<file path="config.mk">
export PLATFORM = sky130hd
export DESIGN_NAME = sorted_list_queue_top
export DESIGN_NICKNAME = d
export VERILOG_FILES = /design/src/design/slq_pkg.sv /design/src/design/slq_ctrl.sv /design/src/design/slq_datapath.sv /design/src/design/sorted_list_queue_top.sv
export SDC_FILE = /design/constraint.sdc
export NUM_CORES = 2
export LEC_CHECK = 0
export BUFFER_PORTS_ARGS = -buffer_cell sky130_fd_sc_hd__buf_2
export CORE_MARGIN = 4
export CORE_UTILIZATION = 35
export CTS_CLUSTER_SIZE = 40
export DETAILED_ROUTE_END_ITERATION = 8
export GPL_TIMING_DRIVEN = 0
export PLACE_DENSITY = 0.59
export SETUP_SLACK_MARGIN = 0.02
export SYNTH_ARGS = -nofsm -noshare
export SYNTH_HDL_FRONTEND = slang
export SYNTH_SLANG_ARGS = --single-unit
</file>
<file path="constraint.sdc">
create_clock -name clk_i -period 8.3 [get_ports clk_i]
set_input_delay 1.66 -clock clk_i [delete_from_list [all_inputs] [get_ports clk_i]]
set_output_delay 1.66 -clock clk_i [all_outputs]
set_load 0.005 [all_outputs]
</file>
<file path="src/design/slq_pkg.sv">
// ----------------------------------------------------------------------------
// slq_pkg
// shared constants, codes and control types of the sorted list queue
// ----------------------------------------------------------------------------
package slq_pkg;

  localparam int unsigned CAPACITY = 16;
  localparam int unsigned CNT_W    = $clog2(CAPACITY + 1);
  localparam int unsigned DATA_W   = 32;
  localparam int unsigned MODE_W   = 2;
  localparam int unsigned STATUS_W = 2;
  localparam int unsigned COUNT_W  = 5;

  typedef enum logic [MODE_W-1:0] {
    MODE_INSERT = 2'd0,
    MODE_DELETE = 2'd1,
    MODE_POP    = 2'd2,
    MODE_CLEAR  = 2'd3
  } mode_e;

  typedef enum logic [STATUS_W-1:0] {
    ST_OK        = 2'd0,
    ST_FULL      = 2'd1,
    ST_NOT_FOUND = 2'd2,
    ST_EMPTY     = 2'd3
  } status_e;

  // controller to datapath commands
  typedef struct packed {
    logic load;  // capture the request
    logic exec;  // apply the captured request to the store
  } cmd_t;

endpackage

</file>
<file path="src/design/slq_ctrl.sv">
// ----------------------------------------------------------------------------
// slq_ctrl
// request sequencing: accept, execute, deliver the result
// ----------------------------------------------------------------------------
module slq_ctrl (
  input  logic          clk_i,
  input  logic          rst_ni,
  input  logic          in_valid_i,
  output logic          in_ready_o,
  output logic          out_valid_o,
  input  logic          out_ready_i,
  output slq_pkg::cmd_t cmd_o
);

  typedef enum logic [1:0] {
    S_IDLE,
    S_EXEC,
    S_DONE
  } state_e;

  state_e state_q;
  logic   in_ready_q;
  logic   out_valid_q;

  always_ff @(posedge clk_i or negedge rst_ni) begin
    if (!rst_ni) begin
      state_q     <= S_IDLE;
      in_ready_q  <= 1'b0;
      out_valid_q <= 1'b0;
    end else begin
      unique case (state_q)
        S_IDLE: begin
          in_ready_q <= 1'b1;
          if (in_valid_i && in_ready_q) begin
            state_q    <= S_EXEC;
            in_ready_q <= 1'b0;
          end
        end
        S_EXEC: begin
          state_q     <= S_DONE;
          out_valid_q <= 1'b1;
        end
        S_DONE: begin
          if (out_ready_i) begin
            state_q     <= S_IDLE;
            out_valid_q <= 1'b0;
            in_ready_q  <= 1'b1;
          end
        end
        default: begin
          state_q     <= S_IDLE;
          in_ready_q  <= 1'b0;
          out_valid_q <= 1'b0;
        end
      endcase
    end
  end

  assign cmd_o.load  = in_valid_i && in_ready_q && (state_q == S_IDLE);
  assign cmd_o.exec  = (state_q == S_EXEC);
  assign in_ready_o  = in_ready_q;
  assign out_valid_o = out_valid_q;

endmodule

</file>
<file path="src/design/slq_datapath.sv">
// ----------------------------------------------------------------------------
// slq_datapath
// row of compare-and-shift cells holding the sorted entries, plus result regs
// ----------------------------------------------------------------------------
module slq_datapath (
  input  logic                                 clk_i,
  input  logic                                 rst_ni,
  input  slq_pkg::cmd_t                        cmd_i,
  input  logic [slq_pkg::MODE_W-1:0]           mode_i,
  input  logic signed [slq_pkg::DATA_W-1:0]    data_value_i,
  output logic [slq_pkg::STATUS_W-1:0]         status_o,
  output logic signed [slq_pkg::DATA_W-1:0]    removed_value_o,
  output logic [slq_pkg::COUNT_W-1:0]          entry_count_o,
  output logic signed [slq_pkg::DATA_W-1:0]    smallest_value_o
);

  localparam int unsigned Cap = slq_pkg::CAPACITY;

  slq_pkg::mode_e                       mode_q;
  logic signed [slq_pkg::DATA_W-1:0]    value_q;
  logic signed [slq_pkg::DATA_W-1:0]    entries_q [Cap];
  logic signed [slq_pkg::DATA_W-1:0]    entries_d [Cap];
  logic [slq_pkg::CNT_W-1:0]            count_q, count_d;
  slq_pkg::status_e                     status_q, status_d;
  logic signed [slq_pkg::DATA_W-1:0]    removed_q, removed_d;
  logic signed [slq_pkg::DATA_W-1:0]    smallest_q, smallest_d;

  logic [Cap-1:0] occ;   // cell holds a live entry
  logic [Cap-1:0] lt;    // live entry smaller than the operand
  logic [Cap-1:0] hit;   // live entry equal to the operand
  logic           found;
  logic           full;
  logic [31:0]    count_ext;

  always_comb begin
    for (int i = 0; i < Cap; i++) begin
      occ[i] = (slq_pkg::CNT_W'(i) < count_q);
      lt[i]  = occ[i] && (entries_q[i] < value_q);
      hit[i] = occ[i] && (entries_q[i] == value_q);
    end
  end

  assign found = |hit;
  assign full  = (count_q == slq_pkg::CNT_W'(Cap));

  always_comb begin
    entries_d = entries_q;
    count_d   = count_q;
    status_d  = slq_pkg::ST_OK;
    removed_d = '0;
    unique case (mode_q)
      slq_pkg::MODE_INSERT: begin
        if (full) begin
          status_d = slq_pkg::ST_FULL;
        end else begin
          for (int i = 0; i < Cap; i++) begin
            if (!lt[i]) begin
              if (i == 0) begin
                entries_d[i] = value_q;
              end else if (lt[i-1]) begin
                entries_d[i] = value_q;
              end else begin
                entries_d[i] = entries_q[i-1];
              end
            end
          end
          count_d = count_q + 1'b1;
        end
      end
      slq_pkg::MODE_DELETE: begin
        if (!found) begin
          status_d = slq_pkg::ST_NOT_FOUND;
        end else begin
          // equal entries sit in one run starting at the first non-smaller cell
          for (int i = 0; i < Cap - 1; i++) begin
            if (!lt[i]) begin
              entries_d[i] = entries_q[i+1];
            end
          end
          removed_d = value_q;
          count_d   = count_q - 1'b1;
        end
      end
      slq_pkg::MODE_POP: begin
        if (count_q == '0) begin
          status_d = slq_pkg::ST_EMPTY;
        end else begin
          for (int i = 0; i < Cap - 1; i++) begin
            entries_d[i] = entries_q[i+1];
          end
          removed_d = entries_q[0];
          count_d   = count_q - 1'b1;
        end
      end
      slq_pkg::MODE_CLEAR: begin
        count_d = '0;
      end
      default: begin
        count_d = count_q;
      end
    endcase
    smallest_d = (count_d != '0) ? entries_d[0] : '0;
  end

  always_ff @(posedge clk_i or negedge rst_ni) begin
    if (!rst_ni) begin
      count_q <= '0;
    end else if (cmd_i.exec) begin
      count_q <= count_d;
    end
  end

  always_ff @(posedge clk_i) begin
    if (cmd_i.load) begin
      mode_q  <= slq_pkg::mode_e'(mode_i);
      value_q <= data_value_i;
    end
    if (cmd_i.exec) begin
      entries_q  <= entries_d;
      status_q   <= status_d;
      removed_q  <= removed_d;
      smallest_q <= smallest_d;
    end
  end

  assign count_ext        = 32'(count_q);
  assign status_o         = status_q;
  assign removed_value_o  = removed_q;
  assign entry_count_o    = count_ext[slq_pkg::COUNT_W-1:0];
  assign smallest_value_o = smallest_q;

endmodule

</file>
<file path="src/design/sorted_list_queue_top.sv">
// ----------------------------------------------------------------------------
// sorted_list_queue_top
// bounded ascending priority queue of signed 32-bit values
// ----------------------------------------------------------------------------
// each request carries a mode (insert, delete matching value, pop smallest,
// clear) and a value, and yields exactly one result with a status, the value
// taken out (zero if none), the entry count after the request and the
// smallest stored value (zero when empty). entries live in a row of
// compare-and-shift cells, so any request is applied to the whole store in
// its execute step; the result is offered once the controller has passed
// from execute to deliver, waits there for out_ready_i, and the next request
// is taken in the cycle after the result leaves, so a request passes through
// three steps (accept, execute, deliver). the time a request takes is set by
// the controller sequence, not by the store size. a new value is placed
// ahead of any equal stored values; no clearing pass is needed after reset
// since only entries below the count are read
// ----------------------------------------------------------------------------
module sorted_list_queue_top (
  input  logic                                 clk_i,
  input  logic                                 rst_ni,
  // request channel
  input  logic                                 in_valid_i,
  output logic                                 in_ready_o,
  input  logic [slq_pkg::MODE_W-1:0]           mode_i,
  input  logic signed [slq_pkg::DATA_W-1:0]    data_value_i,
  // result channel
  output logic                                 out_valid_o,
  input  logic                                 out_ready_i,
  output logic [slq_pkg::STATUS_W-1:0]         status_o,
  output logic signed [slq_pkg::DATA_W-1:0]    removed_value_o,
  output logic [slq_pkg::COUNT_W-1:0]          entry_count_o,
  output logic signed [slq_pkg::DATA_W-1:0]    smallest_value_o
);

  slq_pkg::cmd_t cmd;

  // sequencer: holds handshakes and tells the datapath when to capture/apply
  slq_ctrl u_ctrl (
    .clk_i       (clk_i),
    .rst_ni      (rst_ni),
    .in_valid_i  (in_valid_i),
    .in_ready_o  (in_ready_o),
    .out_valid_o (out_valid_o),
    .out_ready_i (out_ready_i),
    .cmd_o       (cmd)
  );

  // sorted store and registered result fields
  slq_datapath u_datapath (
    .clk_i            (clk_i),
    .rst_ni           (rst_ni),
    .cmd_i            (cmd),
    .mode_i           (mode_i),
    .data_value_i     (data_value_i),
    .status_o         (status_o),
    .removed_value_o  (removed_value_o),
    .entry_count_o    (entry_count_o),
    .smallest_value_o (smallest_value_o)
  );

endmodule
</file>
==> run_summary.xml <==
<?xml version="1.0" encoding="UTF-8"?>
<metrics>
  <group name="hold_path">
    <metric name="hp-class" unit="">register to register</metric>
    <metric name="timing.hold.worst_path_depth" unit="">1</metric>
    <metric name="holdPathEnd" unit="">u_ctrl.out_valid_o</metric>
    <metric name="holdCritStartpoint" unit="">u_ctrl.out_valid_o</metric>
  </group>
  <group name="cts">
    <metric name="cts_inserted_buffers" unit="">75</metric>
    <metric name="clk-insertion-delay-late" unit="ns">0.70</metric>
    <metric name="h-tree-depth" unit="">3</metric>
    <metric name="cts.root.buffer_cell" unit="">clkbuf_16</metric>
    <metric name="holdBufCountCts" unit="">0</metric>
    <metric name="cts.reportedPaths.clkPinSlew" unit="ns">0.06</metric>
    <metric name="tritoncts" unit="">built</metric>
    <metric name="postCtsSetupRepairBufs" unit="">0</metric>
    <metric name="clockBufferDepth" unit="">3</metric>
    <metric name="cts_resized" unit="">0</metric>
    <metric name="numClockSinks" unit="">621</metric>
  </group>
  <group name="job">
    <metric name="cap_violations" unit="">2</metric>
  </group>
  <group name="critical_path">
    <metric name="cp_slowest_stage_delay" unit="ns">1.03</metric>
    <metric name="worst_path_cell_with_the_longest_stage_delay" unit="">nor3_1</metric>
    <metric name="reg2reg_launch_point" unit="">u_datapath.value_q[29]</metric>
    <metric name="reg2reg_depth" unit="">12</metric>
    <metric name="cell_repeated_most_along_the_worst_path" unit="">nand4_1</metric>
    <metric name="reg2reg_end" unit="">u_datapath.entries_q[135]</metric>
    <metric name="worst-endpoint-required" unit="ns">8.70</metric>
    <metric name="category_of_the_most_critical_setup_path" unit="">register to register</metric>
    <metric name="wp_data_arrival" unit="ns">8.06</metric>
    <metric name="reg2reg_setup_slack" unit="ns">0.64</metric>
    <metric name="cp_num_buf_inv" unit="">3</metric>
    <metric name="worst_setup_path_startpoint" unit="">u_datapath.value_q[29]</metric>
    <metric name="crit_path_start_kind" unit="">register</metric>
    <metric name="cp-end-kind" unit="">register</metric>
    <metric name="timing.critical_path.fanout_max" unit="">21</metric>
    <metric name="critical_path_cell_count" unit="">12</metric>
    <metric name="crit_path_cell_trace" unit="">inv_1, ha_1, nand2_1, nor3_1, nand4_1, o41a_1, nand4_1, and4b_1, a2111o_1, clkbuf_2, a21oi_4, buf_16</metric>
    <metric name="cpLargestDelayFamily" unit="">simple AND/OR/NAND/NOR gates</metric>
  </group>
  <group name="route">
    <metric name="drt_antenna_net_count" unit="">0</metric>
    <metric name="via_total_after_detailed_routing" unit="">41200</metric>
    <metric name="drt_pre_antenna_iters" unit="">6</metric>
    <metric name="route.detailed.wl_per_inst" unit="um">30.8</metric>
    <metric name="finalWirelength" unit="mm">198</metric>
    <metric name="drt-vias-per-instance" unit="">6.42</metric>
    <metric name="detailedRoute.firstIterationViolations" unit="">5051</metric>
    <metric name="drc" unit="">0</metric>
  </group>
  <group name="floorplan">
    <metric name="core_area" unit="um2">128000</metric>
    <metric name="die_y" unit="um">366</metric>
    <metric name="die_outline_area" unit="um2">134000</metric>
    <metric name="fp-row-count" unit="">131</metric>
    <metric name="initial_core_util" unit="%">35.2</metric>
    <metric name="dieWidth" unit="um">366</metric>
    <metric name="num_io_pins" unit="">111</metric>
  </group>
  <group name="pwr">
    <metric name="power_density" unit="nW/um2">336</metric>
    <metric name="vdd_ir_drop_max" unit="mV">0.151</metric>
    <metric name="finalPower" unit="mW">17.0</metric>
    <metric name="leakage" unit="nW">19.5</metric>
  </group>
  <group name="global_route">
    <metric name="first_global_vias" unit="">38800</metric>
    <metric name="globalRoute.totalOverflow" unit="">0</metric>
    <metric name="grt_pass1_wl" unit="mm">276</metric>
    <metric name="grt_start_max_net_pins" unit="">77</metric>
    <metric name="grt_use_total" unit="%">28.1</metric>
    <metric name="antenna_found_initial" unit="">3</metric>
  </group>
  <group name="logic_synthesis">
    <metric name="post_synth_main_area_contributors" unit="">edfxtp_1 41%, ha_1 15%, a221o_1 4.2%, nand4_1 4.0%, nand2_1 3.8%</metric>
    <metric name="yosys.area.top_type" unit="">edfxtp_1</metric>
    <metric name="net_count_synth" unit="">5037</metric>
    <metric name="synthArstFlopShare" unit="%">1.45</metric>
    <metric name="synth_cell_types" unit="">87</metric>
    <metric name="post_synth.cell_area_avg" unit="um2">10.0</metric>
    <metric name="synth_top_area_share" unit="%">40.9</metric>
    <metric name="synth_sequential_area_ratio" unit="%">41.4</metric>
    <metric name="dominantRegCellSynth" unit="">edfxtp_1</metric>
    <metric name="synth_warnings" unit="">0</metric>
    <metric name="synth.most_common_cell" unit="">edfxtp_1</metric>
    <metric name="synth_instances" unit="">4478</metric>
    <metric name="synth-edff-count" unit="">612</metric>
    <metric name="ys_ff_latch" unit="">621</metric>
    <metric name="synth_top_cells_by_count" unit="">612 x edfxtp_1, 521 x ha_1, 451 x nand2_1</metric>
    <metric name="syn-cell-area" unit="um2">44900</metric>
  </group>
  <group name="layout">
    <metric name="final_layout_size_suffix_gt1_share" unit="%">9.44</metric>
    <metric name="finish.net_count" unit="">5244</metric>
    <metric name="post_route_core_utilization" unit="%">39.7</metric>
    <metric name="areaGrowthSynthToFinish" unit="%">12.7</metric>
    <metric name="post-route-cell-area" unit="um2">50600</metric>
  </group>
  <group name="place">
    <metric name="dpl.hpwl" unit="mm">152</metric>
    <metric name="postPlaceCellArea" unit="um2">48100</metric>
    <metric name="place.gp.congestion" unit="">0.999</metric>
    <metric name="numPortBuffers" unit="">110</metric>
  </group>
  <group name="sta">
    <metric name="timing.max_slew.rel_slack" unit="%">-4.23</metric>
    <metric name="worst_pin_slew" unit="ns">1.55</metric>
    <metric name="fin_crit" unit="ns">7.66</metric>
    <metric name="setup_violations" unit="">0</metric>
    <metric name="final_min_period_over_clock_period" unit="%">92.3</metric>
    <metric name="setup_repair_after_global_routing_missed_its_margin" unit="">no</metric>
    <metric name="hold_violations" unit="">0</metric>
    <metric name="clock-skew-final" unit="ns">0.0248</metric>
    <metric name="slew_viol_final" unit="">7</metric>
    <metric name="clock.fmax" unit="GHz">0.131</metric>
  </group>
  <group name="outcome">
    <metric name="status" unit="">complete, but fails checks</metric>
    <metric name="failed_checks" unit="">capacitance limit, slew limit</metric>
  </group>
</metrics>
[area by class of cell]
class,instances,area [um2]
Antenna cell,3,7.51
Buffer,359,1490
Clock buffer,89,1960
Clock inverter,47,519
Fill cell,12600,76900
Inverter,107,404
Multi-Input combinational cell,3391,24600
Sequential cell,621,18600
Tap cell,1662,2080
Timing Repair Buffer,130,960
[report_power, final]
part	leakage (nW)	switching, mW	internal, mW
Combinational	12.5	5.47	2.74
Clock	1.21	1.48	1.98
Sequential	5.83	0.809	4.53
[cells by family after synthesis]
kind of cell	count (synthesis)	synth area share, %
AO/OA/AOI/OAI	1231	20.0
AND/OR/NAND/NOR	1536	17.4
XOR/XNOR	1	0.0195
multiplexers	102	2.37
adder cells (fa/ha/maj)	521	14.5
flip-flops	621	41.4
buffers and inverters	466	4.20
[routing by layer]
| layer | vias to the layer above | track usage, % | wire [um] |
|---|---|---|---|
| li1 | 18200 | - | - |
| met1 | 20100 | 37.7 | 80700 |
| met2 | 2398 | 43.2 | 85900 |
| met3 | 500 | 5.45 | 19200 |
| met4 | 4 | 14.3 | 11800 |
| met5 | - | 0 | 22 |
[layout by cell type, fill, tap and decap left out, types with 51 or more instances in the layout]
master and count:
o21a_1 62, nor2_1 141, nand3_1 200, inv_1 105
nor3_1 184, nand2_1 451, a21o_1 133, edfxtp_1 612
mux2i_1 68, a21oi_1 153, o21ai_1 78, nor4_1 53
clkbuf_16 76, o21ai_0 206, buf_2 178, ha_1 521
nand4_1 288, nor2b_1 69, a221o_1 188, clkbuf_1 277
a22oi_1 51, o211ai_1 110
[through the flow]
stage | TNS, ns | setup slack, ns | instances | hold slack (ns)
2_1_floorplan | 0 | 3.03 | 4478 | 0.474
3_3_place_gp | -130.33 | -0.921 | 6250 | 0.462
3_5_place_dp | 0 | 0.700 | 6270 | 0.466
4_1_cts | 0 | 0.698 | 6406 | 0.482
5_1_grt | 0 | 0.706 | 6406 | 0.521
6_report | 0 | 0.643 | 6409 | 0.493
[flip-flops by register name, indices dropped and copies added (netlist names), 2 cells and up]
name and cells:
u_datapath.entries_q 512, u_datapath.removed_value_o 32, u_datapath.smallest_value_o 32, u_datapath.value_q 32, u_datapath.entry_count_o 5, u_ctrl.state_q 2, u_datapath.mode_q 2, u_datapath.status_o 2
[worst max-delay path by stage]
stage                           endpoint  slack (ns)
2_1_floorplan    u_datapath.entries_q[0]        3.03
3_3_place_gp   u_datapath.entries_q[134]       -0.92
3_5_place_dp   u_datapath.entries_q[134]        0.70
4_1_cts        u_datapath.entries_q[135]        0.70
5_1_grt        u_datapath.entries_q[135]        0.71
6_report       u_datapath.entries_q[135]        0.64
No activity file was read; power rests on OpenSTA's default activity.
